===== config.mk =====
export PLATFORM = sky130hd
export DESIGN_NAME = key_debounce_long_press
export DESIGN_NICKNAME = d
export VERILOG_FILES = /design/src/sv/kdlp_pkg.sv /design/src/sv/kdlp_cfg.sv /design/src/sv/kdlp_key.sv /design/src/sv/key_debounce_long_press.sv
export VERILOG_INCLUDE_DIRS = /design/src /design/src/sv
export SDC_FILE = /design/constraint.sdc
export NUM_CORES = 1
export LEC_CHECK = 0
export BUFFER_PORTS_ARGS = -buffer_cell sky130_fd_sc_hd__buf_2
export CAP_MARGIN = 20
export CORE_MARGIN = 10
export CORE_UTILIZATION = 55
export CTS_CLUSTER_DIAMETER = 30
export DETAILED_ROUTE_END_ITERATION = 16
export PLACE_DENSITY_LB_ADDON = 0.1
export SLEW_MARGIN = 0
export SYNTH_ARGS = -nofsm -noshare
export SYNTH_HDL_FRONTEND = slang
export SYNTH_SLANG_ARGS = --single-unit

===== constraint.sdc =====
create_clock -name clk -period 5.35 [get_ports clk]
set_clock_uncertainty 0.2 [all_clocks]
set_input_delay 0.8025 -clock clk [delete_from_list [all_inputs] [get_ports clk]]
set_output_delay 0.8025 -clock clk [all_outputs]
set_load 0.005 [all_outputs]

===== src/sv/key_debounce_long_press_assert.svh =====
// ----------------------------------------------------------------------------
// Assertion macros for key_debounce_long_press
// Concurrent checks on clock and active-low reset; empty under synthesis.
// ----------------------------------------------------------------------------
`ifndef KEY_DEBOUNCE_LONG_PRESS_ASSERT_SVH
`define KEY_DEBOUNCE_LONG_PRESS_ASSERT_SVH
`ifndef SYNTHESIS
`define KDLP_ASSERT(lbl, clk, rstn, prop) \
	lbl: assert property (@(posedge clk) disable iff (!rstn) prop) \
		else $error("kdlp assertion failed");
`define KDLP_ASSERT_NEVER(lbl, clk, rstn, cond) \
	`KDLP_ASSERT(lbl, clk, rstn, !(cond))
`else
`define KDLP_ASSERT(lbl, clk, rstn, prop)
`define KDLP_ASSERT_NEVER(lbl, clk, rstn, cond)
`endif
`endif


===== src/sv/kdlp_pkg.sv =====
// ----------------------------------------------------------------------------
// kdlp_pkg
// Shared types and constants of the key debounce / long-press block.
// ----------------------------------------------------------------------------
package kdlp_pkg;

	localparam int TICK_WIDTH_DEF = 32;

	localparam int          LPT_WIDTH      = 32;
	localparam int          DBS_WIDTH      = 4;
	localparam logic [31:0] LPT_RESET      = 32'd1000;
	localparam logic [3:0]  DBS_RESET      = 4'd4;
	localparam int          APB_ADDR_WIDTH = 3;

	// register index, taken from paddr[2]
	localparam logic REG_LONG_PRESS = 1'b0;
	localparam logic REG_DEBOUNCE   = 1'b1;

	typedef enum logic [1:0] {
		MODE_IDLE    = 2'd0,
		MODE_PRESSED = 2'd1,
		MODE_LONG    = 2'd2
	} mode_t;

	typedef enum logic [1:0] {
		CMD_NONE = 2'd0,
		CMD_RUN  = 2'd1,
		CMD_JOG  = 2'd2,
		CMD_STOP = 2'd3
	} cmd_t;

	typedef struct packed {
		logic [LPT_WIDTH-1:0] long_press_ticks;
		logic [DBS_WIDTH-1:0] debounce_samples;
	} cfg_t;

	typedef struct packed {
		cmd_t  cmd;
		mode_t mode;
		logic  led;
	} key_res_t;

endpackage


===== src/sv/kdlp_cfg.sv =====
// ----------------------------------------------------------------------------
// kdlp_cfg
// APB register file: long-press threshold and debounce sample count.
// ----------------------------------------------------------------------------
module kdlp_cfg (
	input  logic                                clk,
	input  logic                                arst_n,
	input  logic                                psel,
	input  logic                                penable,
	input  logic                                pwrite,
	input  logic [kdlp_pkg::APB_ADDR_WIDTH-1:0] paddr,
	input  logic [31:0]                         pwdata,
	output logic [31:0]                         prdata,
	output logic                                pready,
	output kdlp_pkg::cfg_t                      cfg
);

	kdlp_pkg::cfg_t cfg_q;
	logic           wr_en;

	assign pready = 1'b1;
	assign wr_en  = psel && penable && pwrite;

	always_ff @(posedge clk or negedge arst_n) begin
		if (!arst_n) begin
			cfg_q.long_press_ticks <= kdlp_pkg::LPT_RESET;
			cfg_q.debounce_samples <= kdlp_pkg::DBS_RESET;
		end else if (wr_en) begin
			case (paddr[2])
				kdlp_pkg::REG_LONG_PRESS: begin
					cfg_q.long_press_ticks <= pwdata;
				end
				kdlp_pkg::REG_DEBOUNCE: begin
					cfg_q.debounce_samples <= pwdata[kdlp_pkg::DBS_WIDTH-1:0];
				end
				default: begin
					cfg_q <= cfg_q;
				end
			endcase
		end
	end

	always_comb begin
		case (paddr[2])
			kdlp_pkg::REG_LONG_PRESS: begin
				prdata = cfg_q.long_press_ticks;
			end
			kdlp_pkg::REG_DEBOUNCE: begin
				prdata = {28'd0, cfg_q.debounce_samples};
			end
			default: begin
				prdata = '0;
			end
		endcase
	end

	assign cfg = cfg_q;

endmodule


===== src/sv/kdlp_key.sv =====
// ----------------------------------------------------------------------------
// kdlp_key
// One key: debounce counter plus idle / pressed / long-pressed machine.
// ----------------------------------------------------------------------------
`include "key_debounce_long_press_assert.svh"

module kdlp_key #(
	parameter int TICK_WIDTH = kdlp_pkg::TICK_WIDTH_DEF
) (
	input  logic                    clk,
	input  logic                    arst_n,
	input  logic                    en,
	input  logic                    pressed,
	input  logic [TICK_WIDTH-1:0]   now,
	input  kdlp_pkg::cfg_t          cfg,
	output kdlp_pkg::key_res_t      res
);

	localparam int CMP_W = (TICK_WIDTH > kdlp_pkg::LPT_WIDTH) ? TICK_WIDTH
		: kdlp_pkg::LPT_WIDTH;

	kdlp_pkg::mode_t                   mode_q, mode_d;
	logic [TICK_WIDTH-1:0]             start_q, start_d;
	logic [kdlp_pkg::DBS_WIDTH-1:0]    cnt_q, cnt_d, cnt_inc;
	logic                              last_q, last_d;
	logic                              led_q, led_d;
	logic [TICK_WIDTH-1:0]             dur;
	logic                              is_long;
	kdlp_pkg::cmd_t                    cmd;

	always_ff @(posedge clk or negedge arst_n) begin
		if (!arst_n) begin
			mode_q  <= kdlp_pkg::MODE_IDLE;
			start_q <= '0;
			cnt_q   <= '0;
			last_q  <= 1'b0;
			led_q   <= 1'b0;
		end else if (en) begin
			mode_q  <= mode_d;
			start_q <= start_d;
			cnt_q   <= cnt_d;
			last_q  <= last_d;
			led_q   <= led_d;
		end
	end

	always_comb begin
		cnt_inc = cnt_q;
		if (cnt_q < cfg.debounce_samples)
			cnt_inc = cnt_q + 4'd1;
		// press time, wrapping at the tick width
		dur     = now - start_q;
		is_long = CMP_W'(dur) >= CMP_W'(cfg.long_press_ticks);

		mode_d  = mode_q;
		start_d = start_q;
		cnt_d   = cnt_q;
		last_d  = last_q;
		led_d   = led_q;
		cmd     = kdlp_pkg::CMD_NONE;

		if (pressed != last_q) begin
			cnt_d  = '0;
			last_d = pressed;
		end else begin
			cnt_d = cnt_inc;
			if (cnt_inc >= cfg.debounce_samples) begin
				case (mode_q)
					kdlp_pkg::MODE_IDLE: begin
						if (pressed) begin
							mode_d  = kdlp_pkg::MODE_PRESSED;
							start_d = now;
						end
					end
					kdlp_pkg::MODE_PRESSED: begin
						if (pressed) begin
							if (is_long) begin
								mode_d = kdlp_pkg::MODE_LONG;
								led_d  = 1'b1;
								cmd    = kdlp_pkg::CMD_RUN;
							end
						end else begin
							mode_d = kdlp_pkg::MODE_IDLE;
							if (!is_long)
								cmd = kdlp_pkg::CMD_JOG;
						end
					end
					kdlp_pkg::MODE_LONG: begin
						if (!pressed) begin
							mode_d = kdlp_pkg::MODE_IDLE;
							led_d  = 1'b0;
							cmd    = kdlp_pkg::CMD_STOP;
						end
					end
					default: begin
						mode_d = kdlp_pkg::MODE_IDLE;
					end
				endcase
			end
		end

		res.cmd  = cmd;
		res.mode = mode_d;
		res.led  = led_d;
	end

	// LED is lit exactly while the key sits in long press
	`KDLP_ASSERT_NEVER(a_led_long, clk, arst_n, led_q != (mode_q == kdlp_pkg::MODE_LONG))
	`KDLP_ASSERT(a_lvl_clr, clk, arst_n, en && (pressed != last_q) |=> cnt_q == '0 && last_q == $past(pressed))
	`KDLP_ASSERT(a_run_long, clk, arst_n, en && (cmd == kdlp_pkg::CMD_RUN) |=> mode_q == kdlp_pkg::MODE_LONG && led_q)

endmodule


===== src/sv/key_debounce_long_press.sv =====
// Path: an accepted input transaction goes to the input register, then its result to m_tdata.
// Throughput: one scan per cycle; input register, one pass of key logic, result register.
// Backpressure on m_tready stalls both stages; s_tready stays high while the result moves.
// Reset (arst_n low, asynchronous): both keys idle, counts and levels cleared, LEDs off,
//   long_press_ticks = 1000, debounce_samples = 4, no valid data in either stage.
// ----------------------------------------------------------------------------
// key_debounce_long_press
// Two-key scanner with debounce and long-press detection for jog/run control.
// ----------------------------------------------------------------------------
module key_debounce_long_press #(
	parameter int TICK_WIDTH = kdlp_pkg::TICK_WIDTH_DEF
) (
	input  logic                                clk,
	input  logic                                arst_n,
	// s_tdata: [0] fwd_pin_level, [1] rev_pin_level, [TICK_WIDTH+1:2] tick_now
	input  logic                                s_tvalid,
	output logic                                s_tready,
	input  logic [((TICK_WIDTH+2+7)/8)*8-1:0]   s_tdata,
	// m_tdata: [1:0] fwd_motor_cmd, [3:2] rev_motor_cmd, [5:4] fwd_key_mode,
	//          [7:6] rev_key_mode, [8] fwd_led, [9] rev_led
	output logic                                m_tvalid,
	input  logic                                m_tready,
	output logic [15:0]                         m_tdata,
	input  logic                                psel,
	input  logic                                penable,
	input  logic                                pwrite,
	input  logic [kdlp_pkg::APB_ADDR_WIDTH-1:0] paddr,
	input  logic [31:0]                         pwdata,
	output logic [31:0]                         prdata,
	output logic                                pready
);

	kdlp_pkg::cfg_t        cfg;
	logic                  valid_s1;
	logic                  fwd_pressed_s1, rev_pressed_s1;
	logic [TICK_WIDTH-1:0] tick_s1;
	logic                  valid_s2;
	logic [9:0]            data_s2;
	logic                  adv, en;
	kdlp_pkg::key_res_t    fwd_res, rev_res;

	assign adv      = !valid_s2 || m_tready;
	assign en       = valid_s1 && adv;
	assign s_tready = !valid_s1 || adv;

	always_ff @(posedge clk or negedge arst_n) begin
		if (!arst_n) begin
			valid_s1 <= 1'b0;
		end else if (s_tready) begin
			valid_s1 <= s_tvalid;
		end
	end

	// pins are active low
	always_ff @(posedge clk) begin
		if (s_tvalid && s_tready) begin
			fwd_pressed_s1 <= !s_tdata[0];
			rev_pressed_s1 <= !s_tdata[1];
			tick_s1        <= s_tdata[TICK_WIDTH+1:2];
		end
	end

	kdlp_cfg u_cfg (
		.clk     (clk),
		.arst_n  (arst_n),
		.psel    (psel),
		.penable (penable),
		.pwrite  (pwrite),
		.paddr   (paddr),
		.pwdata  (pwdata),
		.prdata  (prdata),
		.pready  (pready),
		.cfg     (cfg)
	);

	kdlp_key #(.TICK_WIDTH(TICK_WIDTH)) u_fwd (
		.clk     (clk),
		.arst_n  (arst_n),
		.en      (en),
		.pressed (fwd_pressed_s1),
		.now     (tick_s1),
		.cfg     (cfg),
		.res     (fwd_res)
	);

	kdlp_key #(.TICK_WIDTH(TICK_WIDTH)) u_rev (
		.clk     (clk),
		.arst_n  (arst_n),
		.en      (en),
		.pressed (rev_pressed_s1),
		.now     (tick_s1),
		.cfg     (cfg),
		.res     (rev_res)
	);

	always_ff @(posedge clk or negedge arst_n) begin
		if (!arst_n) begin
			valid_s2 <= 1'b0;
		end else if (adv) begin
			valid_s2 <= valid_s1;
		end
	end

	always_ff @(posedge clk) begin
		if (en) begin
			data_s2 <= {rev_res.led, fwd_res.led, rev_res.mode, fwd_res.mode,
				rev_res.cmd, fwd_res.cmd};
		end
	end

	assign m_tvalid = valid_s2;
	assign m_tdata  = {6'd0, data_s2};

endmodule


==> metrics.cfg, run 1 <==
[layout]
drive_gt1_share_pct=19.28
area_growth_pct=12.92
num_antenna_cells=0
stdcell_count=1655
nets=1601
nFillCells=1749
final_util_pct=62.94
fin_area_sq_um=13230

[routing]
wl_met3_microns=1409
routed_wl_microns=29020
drc_errors=0
detail_route.wl_per_cell_microns=17.53
firstDrtPassIters=5
via_per_inst=5.644
wl_met1_microns=13600
top_layer=met4
dr_wl_met2_microns=13600
vias=9340
antenna_left=0
drt_iter0_drc=430

[worst_setup_path]
slowest_delay_ps=530
critPathSlowestCell=edfxtp_1
critical_path_arrival_ps=4990
cp_common_cell=a21oi_1
cp-start-kind=flop
endpoint_kind=flop
cp_max_fo=6
cp_cell_sequence=ha_1 > nor2b_1 > o31ai_2 > a21oi_1 > o2bb2ai_1 > a2111oi_1 > o41ai_1 > buf_4 > a41oi_1 > xnor2_1 > ha_1 > a21o_1 > a21o_1 > a21oi_1 > o22ai_1 > o21ai_0 > nand3_1 > nand3_1 > a21oi_1
worstPathRequired_ps=5320
crit_buf_inv=1
worstSetupPathType=reg2reg
crit_family=compound AO/OA/AOI/OAI gates

[clock_tree]
clk_latency_ps=440
cts_hold_buf=0
cts_buffers=17
numClockSinks=162
cts_tree=yes
cts_max_path_buffers=2
cts_root_buf=clkbuf_16
path_clk_slew_ps=70
cts_max_level=4

[synthesis]
synthMuxAreaShare_pct=7.272
synth_area_leaders=dfrtp_1, ha_1, edfxtp_1
synthMostInstantiatedCell=ha_1
ys_ff_latch=162
netlist.area_leader.share_pct=23.71
synth-edff-count=44
synth.distinct_cells=72
synth_compound_area_share_pct=17.78
yosysSeqAreaShare_pct=36.55
synth_top_family_by_area=compound AO/OA/AOI/OAI gates
synthTopCellsByCount=ha_1, inv_1, dfrtp_1
synthCells=1247
synthArstFlopShare_pct=72.84
synth-xor-area-share_pct=4.634
synth_fa_ha_area_share_pct=16.36
synth-simple-area-share_pct=11.93
netlist_area_sq_um=11720
yosys.area.top_type=dfrtp_1
postSynthAreaPerCell_sq_um=9.397
synth_ff_type=dfrtp_1
ys_warn_count=0

[power]
p_per_area_nw_per_um2=560.1
p_leak_nw=6.261
max-vdd-ir-drop_mv=0.3097

[timing]
rsz0062_at_grt=no
finalSetupTns_ps=0
relSlewSlack_pct=35.09
finalSetupViolCount=0
slew_violations=0
clock.fmax_mhz=199.3
worst_pin_slew_ps=973.7
worst_slack_ps=332.3
period_needed_ps=5018
min_period_over_period_pct=93.79
finalHoldViolCount=0

[placement]
place_ws_ps=300.9
placed_area_sq_um=12630
io_buffers=117
placed_cells=1622
dp_hpwl_microns=22310
gp_congestion=0.9104

[global_route]
grt_max_degree=61
grt_pass1_vias=9108
overflow=0
grt.total_usage_pct=20.77
grt_pass1_wl_microns=47210
antenna_found_initial=0

[floorplan]
die_h_microns=166.0
io-pin-count=133
initial_utilization_pct=55.74
die_x_microns=166.0
core_sq_um=21020
row_count=53
dieArea_sq_um=27540

[worst_hold_path]
min_path_type=in2async

[outcome]
status=completed

[job]
max-cap-violations=0

-- placed cells by master, fill, tap and decap left out, types with 4 or more instances in the layout --
cell type  synthesis  layout
ha_1             150     150
inv_1            126     126
buf_2              0     116
dfrtp_1          111     111
nand2_1          109     109
o21ai_0           91      91
nor2_1            88      86
a21oi_1           81      79
mux2_2            73      73
xnor2_1           44      44
edfxtp_1          44      44
a21o_1            40      40
nand3_1           22      22
nand2b_1          20      20
xor2_1            18      18
clkbuf_16          0      17
a211oi_1          15      14
nand4_1           13      13
buf_4              7      13
o21a_1            12      12
nor3_1            12      12
o211ai_1          11      11
nor2b_1           10      10
o31ai_1            9       9
o21ai_1            8       8
conb_1             2       7
dfstp_2            7       7
o21bai_1           6       6
and3_1             6       6
inv_6              0       5
a211oi_2           3       4
and2_1             5       4
a31oi_1            5       4
-- repair_timing --
action | in CTS | in global routing
gates resized for setup | 0 | 9
endpoints found under the setup margin | 0 | 8
buffers inserted | 0 | 1
-- stage by stage --
step | power (mW) | hold WS, ps
final | 7.411 | 258.5
after global routing | 8.125 | 314.9
after CTS | 7.378 | 299.0
after detailed placement | 6.170 | 286.6
after global placement | 6.041 | 271.1
after floorplan | 5.073 | 257.2
-- cell type report --
| class | count | area (sq um) | share of cell area [%] |
|---|---|---|---|
| Clock buffer | 20 | 456.7 | 3.452 |
| Inverter | 128 | 480.5 | 3.631 |
| Multi-Input combinational cell | 928 | 6872 | 51.93 |
| Tap cell | 275 | 344.1 | 2.600 |
| Timing Repair Buffer | 130 | 698.2 | 5.277 |
| Clock inverter | 12 | 97.59 | 0.7376 |
| Sequential cell | 162 | 4283 | 32.37 |
-- state kept, by name, indices dropped and copies added, names as in the netlist --
| name | flops |
|---|---|
| rev_pressed_s1 | 1 |
| valid_s1 | 1 |
| u_fwd.cnt_q | 4 |
| u_cfg.cfg | 36 |
| u_fwd.last_q | 1 |
| fwd_pressed_s1 | 1 |
| u_rev.cnt_q | 4 |
| u_fwd.mode_q | 2 |
| data_s2 | 10 |
| tick_s1 | 32 |
| u_fwd.start_q | 32 |
| u_rev.led_q | 1 |
| u_rev.last_q | 1 |
| u_rev.mode_q | 2 |
| m_tvalid | 1 |
| u_fwd.led_q | 1 |
| u_rev.start_q | 32 |
-- cells by family (layout without fill, tap and decap cells) --
group / count (synthesis) / count (layout)
AO/OA/AOI/OAI: 327 / 327
AND/OR/NAND/NOR: 304 / 304
flip-flops: 162 / 162
buffers and inverters: 162 / 290
adder cells (fa/ha/maj): 152 / 152
multiplexers: 76 / 76
XOR/XNOR: 62 / 62
other: 2 / 7
-- where the power goes --
group	internal, mW	switching, mW	total [mW]
clock network	0.627	0.547	1.17
logic	1.95	2.48	4.42
registers	1.63	0.187	1.81
-- per-layer routing --
layer / GRT usage (%) / up-vias
li1: - / 4647
met1: 27.96 / 4443
met2: 33.84 / 218
met3: 3.668 / 32
met4: 5.239 / 0
met5: 0 / -
-- path summary, 6_finish.rpt --
check                                                      to  cells past startpoint                       from  slack (ps)
worst max-delay path                 data_s2[0]$_SDFFCE_PP0P_                     19       tick_s1[1]$_DFFE_PP_         330
worst min-delay path               u_rev.cnt_q[2]$_DFFE_PN0P_                      1                     arst_n         260
worst max register to register       data_s2[0]$_SDFFCE_PP0P_                     19       tick_s1[1]$_DFFE_PP_         330
worst min register to register      u_cfg.cfg[33]$_DFFE_PN0P_                      1  u_cfg.cfg[33]$_DFFE_PN0P_         310
max in group asynchronous       u_rev.start_q[11]$_DFFE_PN0P_                      2                     arst_n        3580
min in group clk                    u_cfg.cfg[33]$_DFFE_PN0P_                      1  u_cfg.cfg[33]$_DFFE_PN0P_         310
Note: power is estimated with default switching activity, not from simulation.
==> run 2, diff against run 1 <==
--- a/config.mk
+++ b/config.mk
@@ -13,6 +13,8 @@
 export CTS_CLUSTER_DIAMETER = 30
 export DETAILED_ROUTE_END_ITERATION = 16
 export PLACE_DENSITY_LB_ADDON = 0.1
+export RECOVER_POWER = 100
+export REMOVE_ABC_BUFFERS = 1
 export SLEW_MARGIN = 0
 export SYNTH_ARGS = -nofsm -noshare
 export SYNTH_HDL_FRONTEND = slang
==> metrics.cfg, run 2 (synthesized netlist as in run 1, its figures left out) <==
[floorplan]
row_count=53  ; unchanged
dieArea_sq_um=27540  ; unchanged
core_sq_um=21020  ; unchanged
die_x_microns=166.0  ; unchanged
initial_utilization_pct=55.74  ; unchanged
io-pin-count=133  ; unchanged
die_h_microns=166.0  ; unchanged

[routing]
routed_wl_microns=28670  ; -1.2%
drc_errors=0  ; unchanged
vias=9319  ; -0.22%
firstDrtPassIters=5  ; unchanged
drt_iter0_drc=457  ; +6.3%
wl_met1_microns=13620  ; +0.16%
antenna_left=0  ; unchanged
wl_met3_microns=1279  ; -9.2%
top_layer=met4
dr_wl_met2_microns=13300  ; -2.2%
detail_route.wl_per_cell_microns=17.31  ; -1.3%
via_per_inst=5.627  ; -0.29%

[global_route]
antenna_found_initial=0  ; unchanged
grt_pass1_vias=9144  ; +0.40%
grt_pass1_wl_microns=46830  ; -0.80%
grt_max_degree=66  ; +8.2%
grt.total_usage_pct=20.49  ; -0.29 points
overflow=0  ; unchanged

[job]
max-cap-violations=5  ; +5

[worst_setup_path]
r2r_cells=20  ; +1
rr_startpoint=tick_s1[0]$_DFFE_PP_
endpoint_kind=flop
cp_max_fo=5  ; -1
slowest_delay_ps=420  ; -110 ps
critical_path_arrival_ps=5050  ; +60 ps
crit_family=compound AO/OA/AOI/OAI gates
r2r-end=data_s2[6]$_DFFE_PP_
cp_cell_sequence=inv_1 > ha_1 > inv_1 > fa_1 > a211oi_1 > nor2_1 > o31a_1 > a221o_1 > a21o_1 > a31oi_2 > or4_1 > nand3_1 > ha_1 > nand4_1 > or2_2 > o211ai_1 > a21oi_2 > a221oi_1 > nor3_1 > a211o_1
critPathSlowestCell=edfxtp_1
ff2ff_setup_slack_ps=290  ; -40 ps
crit_buf_inv=2  ; +1
cp-start-kind=flop
worstSetupPathType=reg2reg
cp.depth=20  ; +1
worstPathRequired_ps=5340  ; +20 ps

[clock_tree]
cts_root_buf=clkbuf_16
postCtsSetupBuffers=0  ; unchanged
cts_max_path_buffers=2  ; unchanged
clk_latency_ps=440  ; about the same
cts_hold_buf=0  ; unchanged
numClockSinks=162  ; unchanged
cts_tree=yes
cts_buffers=17  ; unchanged
cts_max_level=4  ; unchanged
cts_resized=0  ; unchanged
path_clk_slew_ps=70  ; about the same

[timing]
period_needed_ps=5062  ; +44.15 ps
finalSetupViolCount=0  ; unchanged
rsz0062_at_grt=no
min_period_over_period_pct=94.61  ; +0.83 points
worst_pin_slew_ps=3543  ; +2569 ps
finalHoldViolCount=0  ; unchanged
finalSetupTns_ps=0  ; unchanged
hold_slack_ps=296.1  ; +37.60 ps
relSlewSlack_pct=-136.2  ; -170 points
slew_violations=224  ; +224
clock.fmax_mhz=197.6  ; -0.87%

[layout]
largest_reg_flops=36  ; unchanged
nets=1602  ; +0.062%
final_cell_mix=ha_1, inv_1, dfrtp_1, nand2_1, o21ai_0
area_growth_pct=12.51
drive_gt1_share_pct=15.35  ; -3.9 points
nFillCells=1836  ; +5.0%
layout_commonest_cell=ha_1
num_antenna_cells=0  ; unchanged

[worst_hold_path]
min_to=m_tvalid$_DFFE_PN0P_
min_from=valid_s1$_DFFE_PN0N_
min_path_type=reg2reg
min_delay_path_depth=1

[power]
p_leak_nw=6.125  ; -2.2%
p_per_area_nw_per_um2=568.2  ; +1.5%
max-vdd-ir-drop_mv=0.2730  ; -12%

[outcome]
violations=capacitance limit, slew limit
status=complete, but fails checks

[placement]
gp_congestion=0.9126  ; +0.24%
dp_hpwl_microns=21880  ; -1.9%
io_buffers=117  ; unchanged

-- run 2: power by group --
group / switching (mW) / internal [mW]
clock: 0.555 / 0.756
sequential: 0.181 / 1.63
combinational: 2.46 / 1.91
-- run 2: cell type report --
type	count	area (sq um)	area share (%)
clock buffer	18	439.2	3.331
clock inverter	14	180.2	1.367
inverter	128	480.5	3.644
multi-input combinational	928	6849	51.95
sequential	162	4283	32.49
tap	275	344.1	2.610
timing repair buffer	131	608.1	4.612
-- run 2: worst max-delay path by stage --
| stage | from | endpoint | slack (ps) |
|---|---|---|---|
| after floorplan | u_cfg.cfg[1]$_DFFE_PN0P_ | u_fwd.start_q[0]$_DFFE_PN0P_ | 630 |
| after global placement | tick_s1[0]$_DFFE_PP_ | u_rev.led_q$_DFFE_PN0P_ | 230 |
| after detailed placement | tick_s1[0]$_DFFE_PP_ | u_rev.led_q$_DFFE_PN0P_ | 190 |
| after CTS | tick_s1[0]$_DFFE_PP_ | u_rev.led_q$_DFFE_PN0P_ | 150 |
| after global routing | tick_s1[0]$_DFFE_PP_ | data_s2[5]$_DFFE_PP_ | 5 |
| final | tick_s1[0]$_DFFE_PP_ | data_s2[6]$_DFFE_PP_ | 290 |
-- run 2: per-layer routing --
layer | vias to the layer above | global-route usage [%]
met3 | 31 | 3.573
met5 | - | 0
met1 | 4416 | 27.43
li1 | 4656 | -
met4 | 0 | 5.470
met2 | 216 | 33.44
-- run 2: per-stage QoR --
stage          power (mW)  instances  area (sq um)  setup slack [ps]  util (%)
2_1_floorplan       5.063       1218         11580             634.3         -
3_3_place_gp        6.054       1624         12640             234.8     60.11
3_5_place_dp        6.157       1624         12640             194.1     60.11
4_1_cts             7.509       1656         13260             149.5     63.06
5_1_grt             8.198       1656         13180             4.891     62.72
6_report            7.492       1656         13180             288.1     62.72
